<file path="src/design/mpl_pkg.sv">
// Shared constants for the mesh point locator.
package mpl_pkg;
  localparam int unsigned MaxTriangles = 256;
  localparam int unsigned CoordBits    = 24;
  localparam int unsigned CntBits      = 9;
  localparam int unsigned TolMul       = 41;
  localparam int unsigned TolShift     = 13;
  localparam logic        ReqLoad      = 1'b0;
  localparam logic        ReqQuery     = 1'b1;
  localparam logic [1:0]  CornerMid    = 2'd3;
endpackage

</file>
<file path="src/design/mpl_front.sv">
// Front end: take requests, hold them in a two-entry queue for the back end.
module mpl_front #(
  parameter int unsigned CoordBits = mpl_pkg::CoordBits
) (
  input  logic                 clk_i,
  input  logic                 rst_ni,
  input  logic                 start_i,
  output logic                 busy_o,
  input  logic                 req_type_i,
  input  logic [7:0]           tri_index_i,
  input  logic [1:0]           corner_i,
  input  logic [CoordBits-1:0] pos_x_i,
  input  logic [CoordBits-1:0] pos_y_i,
  input  logic [CoordBits-1:0] pos_z_i,
  output logic                 q_valid_o,
  input  logic                 q_pop_i,
  output logic [3*CoordBits+10:0] q_data_o
);
  localparam int unsigned DW = 3 * CoordBits + 11;
  logic [DW-1:0] ent_q [2];
  logic [1:0] cnt_q, cnt_d;
  logic       rd_q, wr_q;
  logic       push;

  assign busy_o    = (cnt_q == 2'd2);
  assign push      = start_i && !busy_o;
  assign q_valid_o = (cnt_q != 2'd0);
  assign q_data_o  = ent_q[rd_q];

  // Track fill level
  always_comb begin
    cnt_d = cnt_q;
    if (push && !(q_pop_i && q_valid_o)) cnt_d = cnt_q + 2'd1;
    else if (!push && q_pop_i && q_valid_o) cnt_d = cnt_q - 2'd1;
  end

  // Advance pointers
  always_ff @(posedge clk_i or negedge rst_ni) begin
    if (!rst_ni) begin
      cnt_q <= 2'd0;
      rd_q  <= 1'b0;
      wr_q  <= 1'b0;
    end else begin
      cnt_q <= cnt_d;
      if (push) wr_q <= ~wr_q;
      if (q_pop_i && q_valid_o) rd_q <= ~rd_q;
    end
  end

  // Store request payload
  always_ff @(posedge clk_i) begin
    if (push) begin
      ent_q[wr_q] <= {req_type_i, tri_index_i, corner_i, pos_x_i, pos_y_i, pos_z_i};
    end
  end
endmodule

</file>
<file path="config.mk">
export PLATFORM = sky130hd
export DESIGN_NAME = mpl_front
export DESIGN_NICKNAME = d
export VERILOG_FILES = /design/src/design/mpl_pkg.sv /design/src/design/mpl_front.sv
export SDC_FILE = /design/constraint.sdc
export NUM_CORES = 1
export LEC_CHECK = 0
export BUFFER_PORTS_ARGS = -buffer_cell sky130_fd_sc_hd__buf_2
export CAP_MARGIN = 5
export CELL_PAD_IN_SITES_DETAIL_PLACEMENT = 0
export CELL_PAD_IN_SITES_GLOBAL_PLACEMENT = 1
export CORE_MARGIN = 3
export CORE_UTILIZATION = 44
export CTS_CLUSTER_DIAMETER = 40
export CTS_CLUSTER_SIZE = 40
export DETAILED_ROUTE_END_ITERATION = 8
export HOLD_SLACK_MARGIN = 0.08
export PLACE_DENSITY_LB_ADDON = 0.1
export SLEW_MARGIN = 30
export SYNTH_ARGS = -nofsm -noshare
export SYNTH_HDL_FRONTEND = slang
export SYNTH_SLANG_ARGS = --single-unit
</file>
<file path="constraint.sdc">
create_clock -name clk_i -period 5 [get_ports clk_i]
set_input_delay 0.5 -clock clk_i [delete_from_list [all_inputs] [get_ports clk_i]]
set_output_delay 0.5 -clock clk_i [all_outputs]
set_load 0.05 [all_outputs]
</file>
==> results.py <==
metrics = {
    "outcome": {
        "status": "complete, no violations",
    },
    "synth": {
        "yosysWarnings": 0,
        "synth_area_leaders": "edfxtp_1 (77%), mux2_4 (14%), mux2_2 (4.0%)",
        "seq_area_frac_synth_pct": 79.0,
        "synth.top_cell.area_share_pct": 77.5,
        "netlist.top_cell.by_area": "edfxtp_1",
        "synth-seq-cells": 170,
        "synth_area_um2": 6430,
        "syn_avg_cell_area_um2": 23.0,
        "syn_nets": 367,
        "synth_cells": 280,
        "ys_types": 18,
    },
    "floorplanning": {
        "rows": 43,
        "initial_core_util_pct": 45.7,
        "dieArea_um2": 16100,
        "die_w_um": 127,
        "coreArea_um2": 14100,
        "pin_count": 172,
        "die_h_um": 127,
    },
    "worst_hold_path": {
        "hold_start": "tri_index_i[7]",
        "min_path_type": "in2reg",
        "holdPathEnd": "ent_q[1][81]$_DFFE_PP_",
        "worstHoldPathCells": 1,
    },
    "clocking": {
        "cts_sinks": 170,
        "cts-root-buf": "clkbuf_16",
        "htreeDepth": 4,
        "clk_path_buf_depth": 2,
        "cts_resized": 0,
        "cts-buffers-inserted": 17,
        "clock_latency_ps": 410,
        "cts.clk_slew.worst_paths_ps": 60,
        "cts_tree": "built",
    },
    "finish": {
        "mostFrequentLayoutCells": "buf_2 (171), edfxtp_1 (166), mux2_4 (60)",
        "antenna_cells": 0,
        "layout-drive-gt1-share_pct": 60.5,
        "nets": 554,
        "fin_util_pct": 57.0,
        "layout_commonest_cell": "buf_2",
        "area_delta_synth_final_pct": 24.9,
    },
    "worst_setup_path": {
        "crit_type": "reg2out",
        "worstSetupStartpointType": "register",
        "reg2reg_to": "ent_q[1][29]$_DFFE_PP_",
        "rr_startpoint": "cnt_q[0]$_DFFE_PN0P_",
        "crit_fanout": 47,
        "rrSetupSlack_ps": 2860,
        "critPathCaptureType": "output port",
        "crit_required_ps": 4500,
        "ff2ff_path_depth": 3,
        "crit_arrival_ps": 2460,
    },
    "sta": {
        "fin_ws_ps": 2040,
        "drv_slew": 0,
        "final-setup-viol-count": 0,
        "hold_viol_final": 0,
        "relSlewSlack_pct": 46.8,
        "whs_ps": 270,
        "tns_ps": 0,
        "rsz0062_at_grt": "no",
        "max_freq_mhz": 337,
        "post-route-period-util_pct": 59.3,
        "worst_slew_pin_slew_ps": 797,
        "skew_ps": 7.11,
        "period_needed_ps": 2960,
    },
    "grt": {
        "grt_pass1_vias": 3439,
        "grt_pass1_wl_um": 17200,
        "track_usage_pct": 14.2,
        "gr-total-overflow": 0,
        "grt_max_degree": 57,
        "grt_antenna_before_repair": 1,
    },
    "detailed_routing": {
        "vias": 3164,
        "drt-initial-drc-count": 181,
        "finalWirelength_um": 11300,
        "drc": 0,
        "ant_nets": 0,
        "drt_pass1_iterations": 4,
        "wire_per_inst_um": 17.1,
        "routed_via_density": 4.81,
    },
    "power": {
        "totalPowerFinal_w": 0.00539,
        "vdd_ir_drop_max_mv": 0.384,
        "power_density_nw_per_um2": 671,
        "p_leak_nw": 3.19,
    },
    "placement": {
        "gp_congestion": 0.670,
        "place_ws_ps": 2450,
        "place_hpwl_um": 7390,
        "portBuffers": 171,
    },
    "job": {
        "max-cap-violations": 0,
    },
}
==> worst max path at each step <==
stage / slack, ps / cells past startpoint / startpoint / end
after floorplan: 420 / 3 / cnt_q[0]$_DFFE_PN0P_ / ent_q[0][0]$_DFFE_PP_
after global placement: 2450 / 3 / rd_q$_DFFE_PN0P_ / q_data_o[70]
after detailed placement: 2450 / 3 / rd_q$_DFFE_PN0P_ / q_data_o[70]
after CTS: 1990 / 3 / rd_q$_DFFE_PN0P_ / q_data_o[70]
after global routing: 1920 / 3 / rd_q$_DFFE_PN0P_ / q_data_o[70]
final: 2040 / 3 / rd_q$_DFFE_PN0P_ / q_data_o[70]
==> flip-flops by register name, summed over array words and instances (netlist names) <==
name	flops
wr_q	1
rd_q	1
cnt_q	2
ent_q	166
==> final cells by class <==
type,instances,area (µm²)
Inverter,2,7.51
Tap cell,180,225
Clock inverter,11,82.6
Timing Repair Buffer,177,936
Multi-Input combinational cell,99,1270
Clock buffer,19,433
Fill cell,1144,6060
Sequential cell,170,5090
==> power by group <==
group	total (W)	internal [W]	switching, W	leakage (nW)
Combinational	0.00219	0.000701	0.00149	1.34
Clock	0.00115	0.000669	0.000480	0.253
Sequential	0.00205	0.00190	0.000158	1.60
==> cell usage after synthesis <==
cell / n
o21ai_0: 2
edfxtp_1: 166
nor3b_1: 1
buf_6: 7
buf_2: 2
inv_1: 2
o211ai_1: 1
mux2_4: 60
mux2_2: 23
nor2_1: 1
and3_1: 1
dfrtp_1: 4
nand2b_1: 1
nand2_1: 2
xnor2_1: 2
or2_2: 1
a21oi_1: 3
nor2b_1: 1
==> worst max-delay path: stages (launching register included) <==
cell,delay [ps]
dfrtp_4,950
buf_4,490
mux2_2,370
buf_2,210
==> kinds of logic (layout without fill, tap and decap cells) <==
kind of cell	count (synthesis)	in the layout	share of synthesized area [%]
XOR/XNOR	2	2	0.272
flip-flops	170	170	79.0
AND/OR/NAND/NOR	8	8	0.681
buffers and inverters	11	209	1.50
multiplexers	83	83	18.0
AO/OA/AOI/OAI	6	6	0.506
==> routing by layer <==
layer  track usage [%]  share of wire (%)
met3              6.32                8.4
met4              6.06                1.5
met5                 0               0.12
met2              23.7                 51
met1              15.8                 39
==> repair_timing <==
item	4_1_cts	5_1_grt
hold buffers	1	0
hold endpoints to repair	4	0
setup buffers	0	0
==> through the flow <==
step                      std cells  cell area (µm²)
final                           658             8040
after global routing            658             8040
after detailed placement        626             7490
after global placement          626             7490
after floorplan                 280             6430
after CTS                       657             8010
(Power assumes the default switching activity.)
